### src/rtl/core/aeit_ram.sv
// ============================================================================
// aeit_ram
// Simple dual-port synchronous RAM, one write and one registered read port.
// Read data holds while no read is issued.
// ============================================================================
module aeit_ram #(
    parameter int DATA_W = 64,
    parameter int DEPTH  = 64,
    parameter int AW     = 6
) (
    input  logic              clk,
    input  logic              we,
    input  logic [AW-1:0]     waddr,
    input  logic [DATA_W-1:0] wdata,
    input  logic              re,
    input  logic [AW-1:0]     raddr,
    output logic [DATA_W-1:0] rdata
);

    logic [DATA_W-1:0] mem [DEPTH];
    logic [DATA_W-1:0] rdata_reg;

    // Write port
    always_ff @(posedge clk)
    begin
        if (we)
        begin
            mem[waddr] <= wdata;
        end
    end

    // Registered read port
    always_ff @(posedge clk)
    begin
        if (re)
        begin
            rdata_reg <= mem[raddr];
        end
    end

    assign rdata = rdata_reg;

endmodule

### config.mk
export PLATFORM = sky130hd
export DESIGN_NAME = aeit_ram
export DESIGN_NICKNAME = d
export VERILOG_FILES = /design/src/rtl/core/aeit_ram.sv
export SDC_FILE = /design/constraint.sdc
export NUM_CORES = 2
export LEC_CHECK = 0
export BUFFER_PORTS_ARGS = -buffer_cell sky130_fd_sc_hd__buf_2
export CELL_PAD_IN_SITES_DETAIL_PLACEMENT = 1
export CELL_PAD_IN_SITES_GLOBAL_PLACEMENT = 2
export CORE_MARGIN = 10
export CORE_UTILIZATION = 30
export CTS_BUF_LIST = sky130_fd_sc_hd__clkbuf_4 sky130_fd_sc_hd__clkbuf_8
export CTS_CLUSTER_SIZE = 14
export DETAILED_ROUTE_END_ITERATION = 10
export PLACE_DENSITY = 0.49
export REMOVE_ABC_BUFFERS = 1
export SETUP_SLACK_MARGIN = 0.2
export SLEW_MARGIN = 20
export SYNTH_ARGS = -nofsm -noshare
export SYNTH_HDL_FRONTEND = slang
export SYNTH_SLANG_ARGS = --single-unit
### constraint.sdc
create_clock -name clk -period 6.6 [get_ports clk]
set_input_delay 0.66 -clock clk [delete_from_list [all_inputs] [get_ports clk]]
set_output_delay 0.66 -clock clk [all_outputs]
set_load 0.005 [all_outputs]
==> impl_metrics.json <==
{
  "status": "finished clean",
  "cts_tree": "yes",
  "overflow": 0,
  "crit_buf_inv": 3,
  "synth.avg_cell_area_um2": 23.79,
  "max_freq_mhz": 304.3,
  "cp.required_ps": 7480,
  "p_sw_frac": 0.2297,
  "place_congestion": 0.7167,
  "clock_latency_ps": 1310,
  "num_vias": 76957,
  "hold_path_class": "in2reg",
  "drt-vias-per-instance": 5.162,
  "finalMaxSlewViolations": 0,
  "setup_viol": 0,
  "drc": 0,
  "crit_arrival_ps": 4170,
  "hold_end": "mem[14][19]",
  "holdBufCountCts": 18,
  "grtUsageTotal": 0.1802,
  "antenna_found_initial": 51,
  "row_count": 265,
  "endpoint_kind": "register",
  "syn_inst": 6598,
  "clockPowerShare": 0.414,
  "worst_r2r_endpoint": "rdata[24]",
  "drive_above_1_share": 0.3275,
  "first_global_vias": 83182,
  "cp_max_fo": 28,
  "synth-edff-count": 4160,
  "worst-r2r-setup-slack_ps": 4150,
  "hold_viol": 0,
  "cts_buffers": 711,
  "p_int_uw": 42090,
  "crit_chain": "dlygate4sd3_1, buf_2, nor2_1, nand3_1, nor2_4, buf_4",
  "nFillCells": 50293,
  "rr_worst_depth": 5,
  "synth_top_area_cell": "edfxtp_1",
  "h-tree-depth": 6,
  "slew_headroom": 0.1996,
  "synthTopCellsByCount": "edfxtp_1 (4160), mux4_2 (1024), buf_2 (170), a22oi_1 (168), clkbuf_1 (140)",
  "combPwrFrac": 0.048,
  "power_frac_seq": 0.539,
  "switchingPower_uw": 12550,
  "final_cells": 14908,
  "max_cap_viol_count": 0,
  "ys_seq_area_frac": 0.7957,
  "setup_tns_ps": 0,
  "synth.area.top_cells": "edfxtp_1 (80%), mux4_2 (15%), mux2i_1 (0.86%), a22oi_1 (0.80%), buf_2 (0.54%)",
  "numClockSinks": 4160,
  "ant_nets": 0,
  "wirelength_mm": 509.8,
  "clkSlewWorstSetupHoldPaths_ps": 60,
  "holdCritStartpoint": "wdata[19]",
  "dieArea_mm2": 0.5526,
  "min_period_ps": 3286,
  "wire_per_inst_um": 34.20,
  "ctsRootBufferMaster": "clkbuf_8",
  "dp_cells": 13559,
  "grt_max_degree": 84,
  "die_w_um": 743.4,
  "crit_family": "simple AND/OR/NAND/NOR gates",
  "cts.repair.resized": 0,
  "tightest_slew_ps": 1198,
  "core_mm2": 0.5212,
  "firstDrtPassIters": 6,
  "yosys_warnings": 0,
  "fin_skew_ps": 52.33,
  "ir_drop_uv": 169.1,
  "ys_ff_latch": 4160,
  "yosysMostFrequentCell": "edfxtp_1",
  "total_leakage_power_uw": 0.05624,
  "rsz0062_at_grt": "no",
  "async_reset_ff_frac": 0,
  "drt_iter0_markers": 7875,
  "largest_register_ffs": 4096,
  "max_stage_delay_ps": 1050,
  "initial_core_util": 0.3012,
  "yosysUniqueCellTypes": 32,
  "post-route-period-util": 0.4979,
  "clockBufferDepth": 4,
  "synth_top_area_frac": 0.7957,
  "io_pins": 143,
  "holdPathStages": 1,
  "cp_slowest_cell": "nor2_4",
  "syn_to_final_growth_pct": 16.10,
  "cts_setup_buffers": 0,
  "ys.flop_type": "edfxtp_1",
  "nets": 7474,
  "startpoint_type": "input port",
  "dp_hpwl_mm": 267.1,
  "synth_area_mm2": 0.1570,
  "worstReg2RegStart": "mem[59][24]",
  "die_h_um": 743.4,
  "portBuffers": 142,
  "power_density_mw_per_mm2": 299.8,
  "crit_type": "in2reg",
  "grt_pass1_wl_mm": 698.0
}
==> routing by layer <==
metal	share of wire	GRT usage
met3	0.050	0.02812
met5	0.00029	0
met4	0.024	0.04276
met1	0.44	0.2484
met2	0.49	0.3001
==> metrics by stage <==
stage / cell area [um^2] / hold slack (ps) / total power (uW) / worst slack [ps] / util
floorplan: 155200 / 758.9 / 30980 / 640.3 / -
global placement: 167800 / 896.7 / 32580 / 2335 / 0.3219
detailed placement: 167900 / 913.7 / 32640 / 2368 / 0.3222
CTS: 181600 / 2.240 / 55410 / 3503 / 0.3485
global route: 182300 / 48.76 / 56650 / 3342 / 0.3497
finish: 182300 / 145.6 / 54650 / 3314 / 0.3497
==> cell type report <==
type | count | area [um^2] | area share
flip-flops and latches | 4160 | 124900 | 0.6854
multi-input cells | 2049 | 30800 | 0.1690
clock buffers | 977 | 11830 | 0.06488
well taps | 6942 | 8686 | 0.04765
repair buffers | 454 | 4250 | 0.02332
clock inverters | 290 | 1678 | 0.009205
inverters | 19 | 71.32 | 0.0003913
diodes | 17 | 42.54 | 0.0002334
==> power by group through the flow <==
stage	Clock [uW]	Sequential [uW]	Combinational, uW
2_1_floorplan	0	29900	1070
3_3_place_gp	0	30000	2600
3_5_place_dp	0	30000	2640
4_1_cts	23300	29400	2660
5_1_grt	24400	29400	2820
6_report	22600	29400	2620
==> logic make-up after synthesis <==
kind of cell    Yosys count  share of synthesized area
mux                    1159                     0.1555
compound gates          504                    0.02467
flops                  4160                     0.7957
buf+inv                 389                    0.01176
simple gates            386                    0.01235
==> worst max path at each step <==
| stage | startpoint | end | slack [ps] | cells after the start |
|---|---|---|---|---|
| finish | waddr[2] | mem[17][39] | 3310 | 6 |
| CTS | waddr[2] | mem[5][39] | 3500 | 7 |
| floorplan | waddr[4] | mem[48][0] | 640 | 3 |
| detailed placement | raddr[0] | rdata[23] | 2370 | 8 |
| global placement | raddr[0] | rdata[23] | 2340 | 8 |
| global route | waddr[2] | mem[5][39] | 3340 | 7 |
==> cells in the final DEF (no fill, tap or decap), types with 65 or more instances in the layout <==
master / synthesis / final
a22o_1: 88 / 88
a22oi_1: 168 / 168
buf_12: 0 / 70
buf_2: 170 / 86
buf_4: 34 / 230
clkbuf_4: 0 / 259
clkbuf_8: 0 / 718
clkinv_1: 0 / 185
dlygate4sd3_1: 0 / 65
edfxtp_1: 4160 / 4160
mux2i_1: 135 / 135
mux4_2: 1024 / 1024
nor2_4: 0 / 65
o22ai_1: 83 / 83
No activity file was read; power rests on OpenSTA's default activity.
