File: src/rtl/core/aeit_pkg.sv
// ============================================================================
// aeit_pkg
// Shared types and constants for the archive extent index table.
// ============================================================================
package aeit_pkg;

    // Widest entry index the block supports (ENTRIES up to 4096)
    localparam int ADDR_MAX_W  = 12;
    // At most this many results for one overlap scan
    localparam int MAX_RESULTS = 64;
    localparam int HITS_W      = $clog2(MAX_RESULTS + 1);
    // Group word flag bits
    localparam int BIT_SECOND  = 24;
    localparam int BIT_RAW     = 17;

    typedef enum logic [2:0] {
        CMD_BEGIN_LOAD  = 3'd0,
        CMD_WRITE_ENTRY = 3'd1,
        CMD_EXACT_FIND  = 3'd2,
        CMD_OVERLAP     = 3'd3,
        CMD_READ_INDEX  = 3'd4
    } cmd_t;

    typedef enum logic [2:0] {
        STATUS_OK         = 3'd0,
        STATUS_MISS       = 3'd1,
        STATUS_NOT_LOADED = 3'd2,
        STATUS_REJECTED   = 3'd3,
        STATUS_NO_LOAD    = 3'd4
    } status_t;

    typedef enum logic [1:0] {
        S_IDLE,
        S_SCAN,
        S_RDIDX,
        S_FLUSH
    } state_t;

    // One stored extent
    typedef struct packed {
        logic [31:0] grp;
        logic [31:0] off;
        logic [31:0] csz;
        logic [31:0] dsz;
    } entry_t;

    // One input transaction, unpacked from the stream ports
    typedef struct packed {
        logic [2:0]            cmd;
        logic                  sel;
        logic [31:0]           count;
        logic [31:0]           grp;
        logic [31:0]           off;
        logic [31:0]           csz;
        logic [31:0]           dsz;
        logic [31:0]           rend;
        logic [ADDR_MAX_W-1:0] index;
    } in_item_t;

    // Search key held for the length of a scan
    typedef struct packed {
        logic        find;
        logic        sel;
        logic [31:0] off;
        logic [31:0] csz;
        logic [31:0] rend;
    } key_t;

    // One result transaction
    typedef struct packed {
        status_t               status;
        logic [ADDR_MAX_W-1:0] idx;
        entry_t                entry;
    } result_t;

    // Request to the two entry memories
    typedef struct packed {
        logic                  we;
        logic [ADDR_MAX_W-1:0] waddr;
        entry_t                wentry;
        logic                  re;
        logic [ADDR_MAX_W-1:0] raddr;
    } mem_req_t;

endpackage

File: src/rtl/core/aeit_match.sv
// ============================================================================
// aeit_match
// Compares one stored entry against the search key (exact or overlap).
// ============================================================================
module aeit_match import aeit_pkg::*; (
    input  key_t   key,
    input  entry_t entry,
    output logic   hit
);

    logic        base_ok;
    logic        exact_ok;
    logic        overlap_ok;
    logic [31:0] entry_end;

    // Archive and nonzero size qualify every search
    assign base_ok    = (entry.csz != 32'd0) && (entry.grp[BIT_SECOND] == key.sel);
    assign exact_ok   = (entry.off == key.off) && (entry.csz == key.csz);
    // End wraps modulo 2^32
    assign entry_end  = entry.off + entry.csz;
    assign overlap_ok = (entry.off < key.rend) && (key.off < entry_end);

    assign hit = base_ok && (key.find ? exact_ok : overlap_ok);

endmodule

File: src/rtl/core/aeit_ctrl.sv
// ============================================================================
// aeit_ctrl
// Command sequencer: load bookkeeping, memory scan, result hold and output
// register.
// ============================================================================
module aeit_ctrl import aeit_pkg::*; #(
    parameter int ENTRIES = 64
) (
    input  logic     clk,
    input  logic     rst_n,
    input  logic     in_valid,
    output logic     in_ready,
    input  in_item_t in_item,
    output mem_req_t mem_req,
    input  entry_t   rd_entry,
    output logic     out_valid,
    input  logic     out_ready,
    output result_t  out_result,
    output logic     out_last
);

    localparam int AW    = (ENTRIES > 1) ? $clog2(ENTRIES) : 1;
    localparam int CNT_W = $clog2(ENTRIES + 1);

    state_t             state_reg, state_next;
    logic [CNT_W-1:0]   entry_total_reg, entry_total_next;
    logic [CNT_W-1:0]   write_cursor_reg, write_cursor_next;
    logic               table_loaded_reg, table_loaded_next;
    logic               load_pending_reg, load_pending_next;
    key_t               key_reg, key_next;
    logic [CNT_W-1:0]   issue_reg, issue_next;
    logic               rd_valid_reg, rd_valid_next;
    logic [AW-1:0]      rd_idx_reg, rd_idx_next;
    logic [HITS_W-1:0]  hits_reg, hits_next;
    result_t            pend_reg, pend_next;
    logic               pend_hit_reg, pend_hit_next;
    logic               out_valid_reg, out_valid_next;
    result_t            out_reg, out_next;
    logic               out_last_reg, out_last_next;

    logic               accept;
    logic               can_emit;
    logic               match_hit;
    logic               scan_hit;
    logic               need_flush_old;
    logic               consume;
    logic               stop;
    logic               more;
    logic               advance;
    logic               scan_done;
    logic               index_ok;
    logic               empty_range;

    aeit_match u_match (
        .key   (key_reg),
        .entry (rd_entry),
        .hit   (match_hit)
    );

    // Handshake and scan pipeline control
    assign in_ready       = (state_reg == S_IDLE);
    assign accept         = in_valid && in_ready;
    assign can_emit       = !out_valid_reg || out_ready;
    assign scan_hit       = rd_valid_reg && match_hit;
    assign need_flush_old = scan_hit && !key_reg.find && pend_hit_reg;
    assign consume        = rd_valid_reg && (!need_flush_old || can_emit);
    assign stop           = consume && scan_hit &&
                            (key_reg.find || (hits_reg == HITS_W'(MAX_RESULTS - 1)));
    assign more           = (issue_reg < entry_total_reg);
    assign advance        = (state_reg == S_SCAN) && more &&
                            (!rd_valid_reg || consume) && !stop;
    assign scan_done      = (!rd_valid_reg && !more) || stop;
    assign index_ok       = ({1'b0, in_item.index} < (ADDR_MAX_W + 1)'(entry_total_reg));
    assign empty_range    = (in_item.rend <= in_item.off);

    // Next state
    always_comb
    begin
        state_next = state_reg;
        unique case (state_reg)
            S_IDLE:
            begin
                if (accept)
                begin
                    unique case (cmd_t'(in_item.cmd))
                        CMD_BEGIN_LOAD,
                        CMD_WRITE_ENTRY: state_next = S_FLUSH;
                        CMD_EXACT_FIND:  state_next = table_loaded_reg ? S_SCAN : S_FLUSH;
                        CMD_OVERLAP:
                            state_next = (empty_range || !table_loaded_reg) ? S_FLUSH : S_SCAN;
                        CMD_READ_INDEX:
                            state_next = (table_loaded_reg && index_ok) ? S_RDIDX : S_FLUSH;
                        default:         state_next = S_IDLE;
                    endcase
                end
            end
            S_SCAN:
            begin
                if (scan_done)
                begin
                    state_next = S_FLUSH;
                end
            end
            S_RDIDX: state_next = S_FLUSH;
            S_FLUSH:
            begin
                if (can_emit)
                begin
                    state_next = S_IDLE;
                end
            end
            default: state_next = S_IDLE;
        endcase
    end

    // Datapath and memory requests
    always_comb
    begin
        entry_total_next  = entry_total_reg;
        write_cursor_next = write_cursor_reg;
        table_loaded_next = table_loaded_reg;
        load_pending_next = load_pending_reg;
        key_next          = key_reg;
        issue_next        = issue_reg;
        rd_valid_next     = rd_valid_reg;
        rd_idx_next       = rd_idx_reg;
        hits_next         = hits_reg;
        pend_next         = pend_reg;
        pend_hit_next     = pend_hit_reg;
        out_next          = out_reg;
        out_last_next     = out_last_reg;
        out_valid_next    = out_valid_reg && !out_ready;
        mem_req           = '0;

        unique case (state_reg)
            S_IDLE:
            begin
                if (accept)
                begin
                    key_next.find = (cmd_t'(in_item.cmd) == CMD_EXACT_FIND);
                    key_next.sel  = in_item.sel;
                    key_next.off  = in_item.off;
                    key_next.csz  = in_item.csz;
                    key_next.rend = in_item.rend;
                    issue_next    = '0;
                    rd_valid_next = 1'b0;
                    rd_idx_next   = in_item.index[AW-1:0];
                    hits_next     = '0;
                    pend_hit_next = 1'b0;
                    pend_next     = '0;
                    unique case (cmd_t'(in_item.cmd))
                        CMD_BEGIN_LOAD:
                        begin
                            if (in_item.count > 32'(ENTRIES))
                            begin
                                pend_next.status = STATUS_REJECTED;
                            end
                            else
                            begin
                                entry_total_next  = in_item.count[CNT_W-1:0];
                                write_cursor_next = '0;
                                table_loaded_next = (in_item.count == 32'd0);
                                load_pending_next = (in_item.count != 32'd0);
                            end
                        end
                        CMD_WRITE_ENTRY:
                        begin
                            if (!load_pending_reg || !(write_cursor_reg < entry_total_reg))
                            begin
                                pend_next.status = STATUS_NO_LOAD;
                            end
                            else
                            begin
                                mem_req.we         = 1'b1;
                                mem_req.waddr      = ADDR_MAX_W'(write_cursor_reg[AW-1:0]);
                                mem_req.wentry.grp = in_item.grp;
                                mem_req.wentry.off = in_item.off;
                                mem_req.wentry.csz = in_item.csz;
                                mem_req.wentry.dsz = in_item.dsz;
                                write_cursor_next  = write_cursor_reg + CNT_W'(1);
                                if (write_cursor_next == entry_total_reg)
                                begin
                                    table_loaded_next = 1'b1;
                                    load_pending_next = 1'b0;
                                end
                                pend_next.idx   = ADDR_MAX_W'(write_cursor_reg[AW-1:0]);
                                pend_next.entry = mem_req.wentry;
                            end
                        end
                        CMD_EXACT_FIND:
                        begin
                            pend_next.status = table_loaded_reg ? STATUS_MISS
                                                                : STATUS_NOT_LOADED;
                        end
                        CMD_OVERLAP:
                        begin
                            if (empty_range || table_loaded_reg)
                            begin
                                pend_next.status = STATUS_MISS;
                            end
                            else
                            begin
                                pend_next.status = STATUS_NOT_LOADED;
                            end
                        end
                        CMD_READ_INDEX:
                        begin
                            if (!table_loaded_reg)
                            begin
                                pend_next.status = STATUS_NOT_LOADED;
                            end
                            else if (!index_ok)
                            begin
                                pend_next.status = STATUS_MISS;
                            end
                            else
                            begin
                                mem_req.re    = 1'b1;
                                mem_req.raddr = ADDR_MAX_W'(in_item.index[AW-1:0]);
                            end
                        end
                        default:
                        begin
                            pend_next = pend_reg;
                        end
                    endcase
                end
            end
            S_SCAN:
            begin
                // One read issued per cycle while the scan is not stalled; read data holds while stalled
                mem_req.re    = advance;
                mem_req.raddr = ADDR_MAX_W'(issue_reg[AW-1:0]);
                if (advance)
                begin
                    issue_next    = issue_reg + CNT_W'(1);
                    rd_valid_next = 1'b1;
                    rd_idx_next   = issue_reg[AW-1:0];
                end
                else if (consume)
                begin
                    rd_valid_next = 1'b0;
                end
                // A new hit pushes the held one out; the newest stays held
                // so that the final one can carry last
                if (consume && scan_hit)
                begin
                    if (need_flush_old)
                    begin
                        out_valid_next = 1'b1;
                        out_next       = pend_reg;
                        out_last_next  = 1'b0;
                    end
                    pend_next.status = STATUS_OK;
                    pend_next.idx    = ADDR_MAX_W'(rd_idx_reg);
                    pend_next.entry  = rd_entry;
                    pend_hit_next    = 1'b1;
                    hits_next        = hits_reg + HITS_W'(1);
                end
            end
            S_RDIDX:
            begin
                pend_next.status = STATUS_OK;
                pend_next.idx    = ADDR_MAX_W'(rd_idx_reg);
                pend_next.entry  = rd_entry;
            end
            S_FLUSH:
            begin
                if (can_emit)
                begin
                    out_valid_next = 1'b1;
                    out_next       = pend_reg;
                    out_last_next  = 1'b1;
                end
            end
            default:
            begin
                out_valid_next = out_valid_reg && !out_ready;
            end
        endcase
    end

    // Control registers
    always_ff @(posedge clk or negedge rst_n)
    begin
        if (!rst_n)
        begin
            state_reg        <= S_IDLE;
            entry_total_reg  <= '0;
            write_cursor_reg <= '0;
            table_loaded_reg <= 1'b0;
            load_pending_reg <= 1'b0;
            issue_reg        <= '0;
            rd_valid_reg     <= 1'b0;
            hits_reg         <= '0;
            pend_hit_reg     <= 1'b0;
            out_valid_reg    <= 1'b0;
        end
        else
        begin
            state_reg        <= state_next;
            entry_total_reg  <= entry_total_next;
            write_cursor_reg <= write_cursor_next;
            table_loaded_reg <= table_loaded_next;
            load_pending_reg <= load_pending_next;
            issue_reg        <= issue_next;
            rd_valid_reg     <= rd_valid_next;
            hits_reg         <= hits_next;
            pend_hit_reg     <= pend_hit_next;
            out_valid_reg    <= out_valid_next;
        end
    end

    // Payload registers
    always_ff @(posedge clk)
    begin
        key_reg      <= key_next;
        rd_idx_reg   <= rd_idx_next;
        pend_reg     <= pend_next;
        out_reg      <= out_next;
        out_last_reg <= out_last_next;
    end

    assign out_valid  = out_valid_reg;
    assign out_result = out_reg;
    assign out_last   = out_last_reg;

endmodule

File: config.mk
export PLATFORM = sky130hd
export DESIGN_NAME = aeit_ctrl
export DESIGN_NICKNAME = d
export VERILOG_FILES = /design/src/rtl/core/aeit_pkg.sv /design/src/rtl/core/aeit_match.sv /design/src/rtl/core/aeit_ctrl.sv
export SDC_FILE = /design/constraint.sdc
export NUM_CORES = 1
export LEC_CHECK = 0
export ABC_AREA = 1
export ABC_CLOCK_PERIOD_IN_PS = 15700
export BUFFER_PORTS_ARGS = -buffer_cell sky130_fd_sc_hd__buf_2
export CORE_MARGIN = 5
export CORE_UTILIZATION = 30
export CTS_CLUSTER_SIZE = 40
export DETAILED_ROUTE_END_ITERATION = 6
export GPL_ROUTABILITY_DRIVEN = 0
export GPL_TIMING_DRIVEN = 0
export PLACE_DENSITY = 0.5
export SYNTH_ARGS = -nofsm -noshare
export SYNTH_HDL_FRONTEND = slang
export SYNTH_SLANG_ARGS = --single-unit
File: constraint.sdc
create_clock -name clk -period 15.7 [get_ports clk]
set_clock_uncertainty 0.15 [all_clocks]
set_input_delay 0.785 -clock clk [delete_from_list [all_inputs] [get_ports clk]]
set_output_delay 0.785 -clock clk [all_outputs]
set_load 0.1 [all_outputs]
==> results.md, run 1 <==
* Final period util at 42.1%
* Cells after Synth at 2076
* Synth cell count leaders: edfxtp_1 (379), nand2_1 (344), inv_1 (293)
* 1st-pass router iterations at 6
* Post-route minimum period at 6.61 ns
* Outcome: complete, no violations
* Fin. Hold Viols at 0
* Met1 Resource Use GR at 25.2%
* Layer with the highest usage: met2
* Number of global-route vias before repair at 17900
* CTS Buf Count at 48
* Most common cell in the netlist: edfxtp_1
* Clock Sinks at 414
* Core Region at 70100 um^2
* Worst hold margin at 0.150 ns
* Reg2Reg Depth at 19
* # port buffers at 621
* Worst min path class: in -> async
* Row count at 97
* DRC violations left at 0
* Pin count of the biggest net entering global routing at 71
* Arrival time worst endpoint at 6.75 ns
* Ys async rst share at 8.45%
* Leading post-synthesis cells by cell area: edfxtp_1 (54%), ha_1 (8.9%), nand2_1 (6.1%), inv_1 (5.2%), nor2_1 (4.4%)
* YS warnings at 0
* Overflow after GRT at 0
* DR iter-0 viols at 1257
* Total wire length at 77.3 mm
* Fillers at 6986
* Final nets at 3278
* WL/cell at 20.5 um
* Clock tree from TritonCTS: done
* CP Class: in -> reg
* Vias at 17700
* Hpwl dp at 62.9 mm
* Setup TNS at 0 ns
* Met3 GRT Util at 3.53%
* Die height at 276 um
* CTS H-tree depth at 2
* IO Pins at 640
* Setup violators final at 0
* Layout area overhead at 29.8%
* Total power at 5120 uW
* Layout Cells excl Fill at 3780
* CP max-delay cell: a221oi_4
* Root Buffer Master: clkbuf_16
* Antenna viol nets, final at 0
* Post-synth cell types at 46
* M2 GR Usage at 32.4%
* Clk_lat worst skew at 0.59 ns
* Peak Freq at 151 MHz
* Worst Tran Pin Value at 1.14 ns
* R2R setup slack at 11.35 ns
* Yosys reg bits at 414
* Deepest clock path buffer count at 3
* Layout cells sized above 1 at 26.8%
* Placed cell count at 3676
* CTS clk-pin slew, worst paths at 0.06 ns
* Worst EP required at 15.83 ns
* Syn avg cell area at 10.2 um^2
* GRT Util Overall at 19.3%
* Yosys top cell area share at 53.6%
* Pwr Density at 186 nW/um^2
* RSZ-0062 raised after global routing: no
* Number of synthesized flops with an enable pin at 379
* FF+latch area at 12300 um^2
* Die width at 276 um
* FF-to-FF End: out_result[26]
* Hold Buf Count CTS at 0
* Largest area contributor in the netlist: edfxtp_1
* Antenna violations before repair at 24
* Slew Limit Fails at 0
* LEAKAGE at 0.0128 uW
* Max stage delay on crit path at 0.56 ns
* CP startpoint kind: input port
* Starting Density at 30.3%
* Global-route wire length before repair at 113 mm
* Die Footprint at 76200 um^2
* CP Capture Type: flip-flop
* Top FF cell, synth: edfxtp_1
* Crit path top cell by count: buf_8
* Cts repair resizes at 0
* Seq/Total Area, Yosys at 57.7%
* CP max FO at 18
* Multi-input gate area at 7620 um^2
* Mapped Area at 21200 um^2
* Max VDD drop at 0.0951 mV
* Post-DR vias/cell at 4.67
* Max-cap violation count at 0
* Worst rel slew slack at 23.7%
* Reg2Reg Launch Point: key_reg[95]
* Post-CTS Setup Inserts at 0
[through the flow]
| stage | util, % | setup slack [ns] | area (um^2) |
|---|---|---|---|
| floorplan | - | 0.489 | 21300 |
| global placement | 36.5 | -7.96 | 25600 |
| detailed placement | 37.0 | 8.40 | 25900 |
| CTS | 39.2 | 9.01 | 27500 |
| global route | 39.3 | 8.61 | 27600 |
| finish | 39.3 | 9.09 | 27600 |
[how the worst max path moves through the flow]
| stage | slack, ns | depth (start not counted) | endpoint | startpoint |
|---|---|---|---|---|
| 5_1_grt | 8.61 | 32 | out_result[26] | rd_entry[32] |
| 3_3_place_gp | -7.96 | 24 | out_result[23] | rd_entry[33] |
| 3_5_place_dp | 8.40 | 31 | out_result[20] | rd_entry[33] |
| 2_1_floorplan | 0.49 | 24 | out_last | rd_entry[32] |
| 6_report | 9.09 | 32 | out_result[26] | rd_entry[32] |
| 4_1_cts | 9.01 | 32 | out_result[26] | rd_entry[32] |
[layer usage]
layer / routed length (um) / part of all wire (%)
met5: 55 / 0.071
met4: 2550 / 3.3
met3: 4650 / 6.0
met2: 36800 / 48
met1: 33300 / 43
[power breakdown]
| part | internal, uW | switching (uW) | leakage (uW) |
|---|---|---|---|
| combinational | 433 | 1660 | 0.00803 |
| clock | 679 | 450 | 0.000765 |
| sequential | 1790 | 113 | 0.00401 |
| total | 2900 | 2220 | 0.0128 |
[cell families after synthesis]
| group | count (synthesis) | synth area share [%] |
|---|---|---|
| simple gates | 686 | 13.0 |
| fa+ha+maj | 152 | 8.99 |
| xor+xnor | 98 | 4.04 |
| other cells | 1 | 0.0177 |
| buf+inv | 365 | 6.86 |
| compound gates | 360 | 9.37 |
| flops | 414 | 57.7 |
[final cells by class]
type / instances / area share [%]
Tap cell: 940 / 4.27
Clock inverter: 26 / 1.06
Antenna cell: 17 / 0.154
Clock buffer: 61 / 4.69
Inverter: 299 / 4.08
Sequential cell: 414 / 44.5
Buffer: 66 / 1.21
Multi-Input combinational cell: 1314 / 27.6
Timing Repair Buffer: 643 / 12.4
[cell usage in the layout, fill, tap and decap left out, types with 3 or more instances in the layout]
cell type and count:
o21ai_0 170, xnor2_1 13, nor2_1 250, buf_4 18, a31oi_1 8, nand3_1 33, nor4_1 21, dfrtp_1 35
inv_2 5, clkinv_2 5, a21oi_1 99, nor3_1 11, buf_2 630, nand4_1 14, clkinv_1 11, o2111ai_1 4
o21ai_1 12, buf_8 15, nand2_2 4, edfxtp_1 379, bufinv_16 6, ha_1 151, nand2_1 344, clkbuf_16 50
o21a_1 9, buf_6 7, a211oi_1 4, diode_2 17, o211ai_1 6, a21o_1 3, o31ai_1 5, o22ai_1 21
a21boi_1 4, xor2_1 85, inv_1 292, conb_1 18, clkbuf_1 49, a21boi_0 3
[worst max-delay path, delay by kind of cell]
kind / cells / cell delay, ns
buffers and inverters: 9 / 1.47
adders and majority gates: 3 / 0.87
AOI/OAI and AO/OA: 11 / 2.43
and+or+nand+nor: 8 / 0.97
xor gates and xnor gates: 1 / 0.16
No activity file was read; power rests on OpenSTA's default activity.
==> inputs of run 2 (changes only) <==
- ABC_CLOCK_PERIOD_IN_PS: 15700 -> 6780
- PLACE_DENSITY: 0.5 -> 0.48
- clock period: 15.7 -> 6.78 ns (I/O delays scaled with it)
==> run 2 against run 1 <==
Design area grew 8.9%. Largest power group unchanged. Combinational power grew 150%. Clock power grew 130%. Power grew 140%. Via count grew 5.8%. Sequential share of layout area shrank 3.6 points. Non-clock buffer count grew 242. Largest cell class unchanged. Critical path type unchanged. Flip-flop and latch count is the same.
==> results.md, run 2 (synthesis results as in run 1) <==
* Worst rel slew slack at 15.5% (-8.2 points)
* Root Buffer Master: clkbuf_16
* RSZ-0062 raised after global routing: no
* Antenna violations before repair at 8 (-67%)
* CP Class: in -> reg
* 1st-pass router iterations at 6 (unchanged)
* Worst EP required at 6.93 ns (-8.90 ns)
* Max stage delay on crit path at 0.53 ns (-0.03 ns)
* CP Capture Type: flip-flop
* Critical Path Stages at 32 (unchanged)
* IO Pins at 640 (unchanged)
* Largest delay share family, worst path: compound AO/OA/AOI/OAI gates
* Worst Slack Setup Final at 0.456 ns (-8.63 ns)
* DRC violations left at 0 (unchanged)
* Buf+Inv Stages, Crit Path at 9 (unchanged)
* Layout area overhead at 41.3%
* Deepest clock path buffer count at 3 (unchanged)
* Clock Sinks at 414 (unchanged)
* CP max FO at 15 (-3)
* CP max-delay cell: dlygate4sd3_1
* Pin count of the biggest net entering global routing at 68 (-4.2%)
* Starting Density at 30.3% (unchanged)
* Fin. Hold Viols at 0 (unchanged)
* Max-cap violation count at 0 (unchanged)
* Setup violators final at 0 (unchanged)
* Fillers at 6936 (-0.72%)
* Vias at 18700 (+5.8%)
* Fin area at 30000 um^2 (+8.9%)
* Total wire length at 81.0 mm (+4.7%)
* CTS clk-pin slew, worst paths at 0.06 ns (about the same)
* Reg2Reg Depth at 12 (-7)
* Clk_lat worst skew at 0.59 ns (about the same)
* Hold Path Origin: rd_entry[55]
* Crit path top cell by count: nand2_1
* Number of global-route vias before repair at 19200 (+7.4%)
* Post-route minimum period at 6.32 ns
* Total power at 12200 uW (+140%)
* DR iter-0 viols at 1210 (-3.7%)
* CTS H-tree depth at 2 (unchanged)
* Dpl cell area at 26000 um^2 (+0.17%)
* # port buffers at 621 (unchanged)
* Reg2Reg Launch Point: entry_total_reg[2]
* WHS Path Cells at 3
* Peak Freq at 158 MHz
* Layout cells sized above 1 at 25.2% (-1.7 points)
* CTS Buf Count at 48 (unchanged)
* Overflow after GRT at 0 (unchanged)
* Die height at 276 um (unchanged)
* Pwr Density at 406 nW/um^2 (+120%)
* Arrival time worst endpoint at 6.47 ns (-0.28 ns)
* Row count at 97 (unchanged)
* CP startpoint kind: input port
* End of the worst hold path: pend_reg[55]
* Hpwl dp at 64.2 mm (+2.0%)
* Final nets at 3520 (+7.4%)
* Die width at 276 um (unchanged)
* Setup TNS at 0 ns (unchanged)
* Most frequent cells in the layout: buf_2 (630), edfxtp_1 (379), nand2_1 (344), inv_1 (290), nor2_1 (249)
* Die Footprint at 76200 um^2 (unchanged)
* Clock tree from TritonCTS: done
* Pre-CTS setup slack at 0.128 ns (-8.27 ns)
* Max VDD drop at 0.216 mV (+130%)
* Fin util at 42.8% (+3.5 points)
* Slew Limit Fails at 0 (unchanged)
* Outcome: complete, no violations
* Most common cell after layout, fill and taps aside: buf_2
* Worst Tran Pin Value at 1.27 ns (+0.123 ns)
* FF-to-FF End: pend_reg[120]
* Core Region at 70100 um^2 (unchanged)
* Global-route wire length before repair at 120 mm (+5.7%)
* Post-DR vias/cell at 4.66 (-0.27%)
* Final period util at 93.3%
* Cts repair resizes at 0 (unchanged)
* Antenna viol nets, final at 0 (unchanged)
* Worst min path class: in -> reg
* R2R setup slack at 2.09 ns (-9.26 ns)
* WL/cell at 20.2 um (-1.3%)
* GRT Util Overall at 20.4% (+1.0 points)
* LEAKAGE at 0.0139 uW (+8.3%)
## run 2: worst max-delay path by stage
stage	start	end	slack (ns)
detailed placement	rd_entry[34]	out_result[50]	0.13
finish	rd_entry[34]	pend_reg[13]	0.46
global route	rd_entry[34]	pend_reg[17]	0.02
floorplan	rd_entry[32]	pend_reg[0]	-1.51
CTS	rd_entry[66]	out_result[53]	0.18
global placement	rd_entry[34]	pend_reg[17]	-5.64
## run 2: what timing repair did
item,4_1_cts,5_1_grt
endpoints found under the setup margin,0,45
hold endpoints to repair,253,0
hold buffers,240,0
buffers inserted,0,2
## run 2: final cells by class
class	instances	area, um^2	area share (%)
Timing Repair Buffer	885	5850	19.5
Multi-Input combinational cell	1314	7660	25.5
Antenna cell	5	12.5	0.0417
Inverter	299	1120	3.75
Buffer	66	334	1.11
Clock inverter	31	344	1.15
Sequential cell	414	12300	40.8
Clock buffer	56	1250	4.17
Tap cell	940	1180	3.92
## run 2: worst register-to-register path, cell delays in order, from the launching register on
cell,delay (ns)
dfrtp_1,0.36
inv_1,0.13
ha_1,0.33
nand2_1,0.05
o21ai_0,0.19
a21oi_1,0.10
nand2_1,0.11
or4_1,0.11
clkbuf_1,0.87
buf_2,0.47
clkbuf_1,0.82
o22ai_1,0.14
dlygate4sd3_1,0.61
## run 2: metrics by stage
stage / hold WS [ns] / instances
finish: 0.0277 / 4010
global route: 0.0181 / 4010
CTS: 0.000573 / 4003
detailed placement: 0.255 / 3676
global placement: 0.250 / 3654
floorplan: -0.107 / 2093
## run 2: per-layer routing
metal | up-vias | share of wire [%] | GRT usage [%]
met5 | - | 0.0086 | 0
met4 | 2 | 4.1 | 7.90
met3 | 165 | 5.9 | 3.85
met2 | 693 | 47 | 34.0
met1 | 8898 | 43 | 26.3
li1 | 8929 | - | -
## run 2: where the power goes
group | total (uW) | internal, uW | switching [uW] | leakage, uW
Clock | 2630 | 1560 | 1080 | 0.000775
Sequential | 4410 | 4140 | 272 | 0.00401
Combinational | 5140 | 1240 | 3900 | 0.00909
Total | 12200 | 6940 | 5250 | 0.0139
==> inputs of run 3 (changes only) <==
- CELL_PAD_IN_SITES_DETAIL_PLACEMENT: default -> 0
- CELL_PAD_IN_SITES_GLOBAL_PLACEMENT: default -> 1
- HOLD_SLACK_MARGIN: default -> 0.02
- PLACE_DENSITY: 0.48 -> 0.61
==> run 3 against run 2 <==
Routed wire length rose by 1.6%. First-iteration DRC count fell by 8.3%. Combinational power barely moved. Design area fell by 0.48%. Highest routed layer unchanged. Global-route usage rose by 0.30 points. Final cell count fell by 0.12%. Sequential share of layout area rose by 0.20 points. Die area did not move. Clock-buffer cell count rose by 4. Setup slack got worse by 0.073 ns.
==> results.md, run 3 (synthesis results as in run 1) <==
* Outcome: complete, no violations
* Clock Sinks at 414 (unchanged)
* RSZ-0062 raised after global routing: no
* Critical path origin: rd_entry[34]
* Worst EP required at 6.90 ns (-0.03 ns)
* Row count at 97 (unchanged)
* CP max-delay cell: dlygate4sd3_1
* Largest delay share family, worst path: compound AO/OA/AOI/OAI gates
* Max VDD drop at 0.215 mV (-0.67%)
* Reg2Reg Depth at 12 (unchanged)
* Final period util at 94.4% (+1.1 points)
* Combinational share of power at 42.5% (+0.3 points)
* Worst rel slew slack at 28.1% (+13 points)
* Slew Limit Fails at 0 (unchanged)
* Worst Tran Pin Value at 1.08 ns (-0.190 ns)
* IO Pins at 640 (unchanged)
* Starting Density at 30.3% (unchanged)
* Arrival time worst endpoint at 6.52 ns (+0.05 ns)
* Dpl cell area at 26000 um^2 (about the same)
* Setup crit end: pend_reg[30]
* Layout cells sized above 1 at 25.2% (+0.033 points)
* Setup violators final at 0 (unchanged)
* Clock tree from TritonCTS: done
* Root Buffer Master: clkbuf_16
* CTS H-tree depth at 2 (unchanged)
* Antenna violations before repair at 6 (-2)
* Die width at 276 um (unchanged)
* CP max FO at 13 (-2)
* Final nets at 3516 (-0.11%)
* Layout area overhead at 40.6%
* Die height at 276 um (unchanged)
* Pwr Density at 405 nW/um^2 (-0.17%)
* Clk_lat worst skew at 0.57 ns (-0.02 ns)
* FF-to-FF End: pend_reg[120]
* Global-route wire length before repair at 121 mm (+1.3%)
* Core Region at 70100 um^2 (unchanged)
* CTS clk-pin slew, worst paths at 0.06 ns (about the same)
* Most common cell after layout, fill and taps aside: buf_2
* Overflow after GRT at 0 (unchanged)
* Total wire length at 82.2 mm (+1.6%)
* Hpwl dp at 65.4 mm (+2.0%)
* # port buffers at 621 (unchanged)
* Crit path top cell by count: nand2_1
* CP Capture Type: flip-flop
* Max-cap violation count at 0 (unchanged)
* R2R setup slack at 2.37 ns (+0.28 ns)
* DR iter-0 viols at 1109 (-8.3%)
* Placed cell count at 3677 (+0.027%)
* Number of global-route vias before repair at 19300 (+0.46%)
* Fin. Hold Viols at 0 (unchanged)
* Int Pwr at 6870 uW (-1.0%)
* Critical Path Stages at 32 (unchanged)
* Max stage delay on crit path at 0.54 ns (about the same)
* Fin area at 29900 um^2 (-0.48%)
* Vias at 18600 (-0.25%)
* Switching part of the total at 43.3% (+0.20 points)
* DRC violations left at 0 (unchanged)
* CTS Buf Count at 47 (-2.1%)
* Deepest clock path buffer count at 3 (unchanged)
* Power share of the clock group at 21.1% (-0.5 points)
* Seq pwr share at 36.5% (+0.3 points)
* WL/cell at 20.5 um (+1.7%)
* Die Footprint at 76200 um^2 (unchanged)
* Peak Freq at 156 MHz (-1.1%)
* Reg2Reg Launch Point: entry_total_reg[2]
* CP startpoint kind: input port
* Most frequent cells in the layout: buf_2 (630), edfxtp_1 (379), nand2_1 (344), inv_1 (290), nor2_1 (249)
* Pin count of the biggest net entering global routing at 63 (-7.4%)
* Antenna viol nets, final at 0 (unchanged)
* GRT Util Overall at 20.7% (+0.30 points)
* Post-DR vias/cell at 4.65 (-0.13%)
* Worst min path class: in -> reg
* 1st-pass router iterations at 6 (unchanged)
* LEAKAGE at 0.0138 uW (-0.50%)
* Layout Cells excl Fill at 4005 (-0.12%)
* Fillers at 6983 (+0.68%)
* Setup TNS at 0 ns (unchanged)
* NetSw at 5240 uW (-0.19%)
* CP Class: in -> reg
* Buf+Inv Stages, Crit Path at 9 (unchanged)
* Post-route minimum period at 6.40 ns (+0.0732 ns)
run 3: cell count changes in the layout (fill, tap and decap cells not counted), sizes merged:
cell         delta
dlygate4sd3     -6
clkinvlp        +3
clkbuf          +4
clkinv          -8
buf             +3
diode           -1
run 3: per-layer routing:
metal / up-vias / global-route usage (%) / routed length, um / share of wire, %
li1: 8917 / - / - / -
met1: 8962 / 26.7 / 35400 / 43
met2: 612 / 35.3 / 39400 / 48
met3: 147 / 4.02 / 4690 / 5.7
met4: 2 / 6.42 / 2700 / 3.3
met5: - / 0 / 12 / 0.015
run 3: power groups by stage:
stage	Sequential (uW)	Clock, uW	Combinational (uW)
5_1_grt	4490	2730	5500
2_1_floorplan	5970	0	1800
4_1_cts	4420	2630	5180
3_5_place_dp	4460	0	4900
3_3_place_gp	4590	0	4560
6_report	4420	2550	5140
run 3: area by class of cell:
cell class	count	area [um^2]	share of cell area, %
plain buffers	66	334	1.12
clock buffers	60	1220	4.10
clock inverters	26	284	0.951
diodes	4	10.0	0.0335
inverters	299	1120	3.77
multi-input cells	1314	7660	25.6
well taps	940	1180	3.94
flip-flops and latches	414	12300	41.0
repair buffers	882	5800	19.4
run 3: stage by stage:
stage	worst slack (ns)	hold WS (ns)	total power, uW	utilization, %
2_1_floorplan	-1.51	-0.107	7770	-
3_3_place_gp	-5.74	0.250	9150	36.6
3_5_place_dp	0.250	0.255	9370	37.0
4_1_cts	0.287	0.0202	12200	42.5
5_1_grt	0.0929	0.0231	12700	42.6
6_report	0.383	0.0468	12100	42.6
run 3: how the worst min path moves through the flow:
stage,endpoint,start,cells after the start
floorplan,entry_total_reg[0],rst_n,0
global placement,out_result[99],pend_reg[99],0
detailed placement,out_result[107],pend_reg[107],0
CTS,pend_reg[58],rd_entry[58],3
global route,pend_reg[118],in_item[162],3
finish,pend_reg[121],in_item[165],3
run 3: timing repair:
action | in CTS | in global routing
hold buffers | 234 | 0
buffers inserted | 0 | 4
endpoints found under the setup margin | 0 | 47
hold endpoints to repair | 253 | 0
gates resized for setup | 0 | 0
run 3: worst min-delay path, cell delays in order:
cell,delay (ns)
buf_2,0.08
inv_1,0.05
o21ai_0,0.19
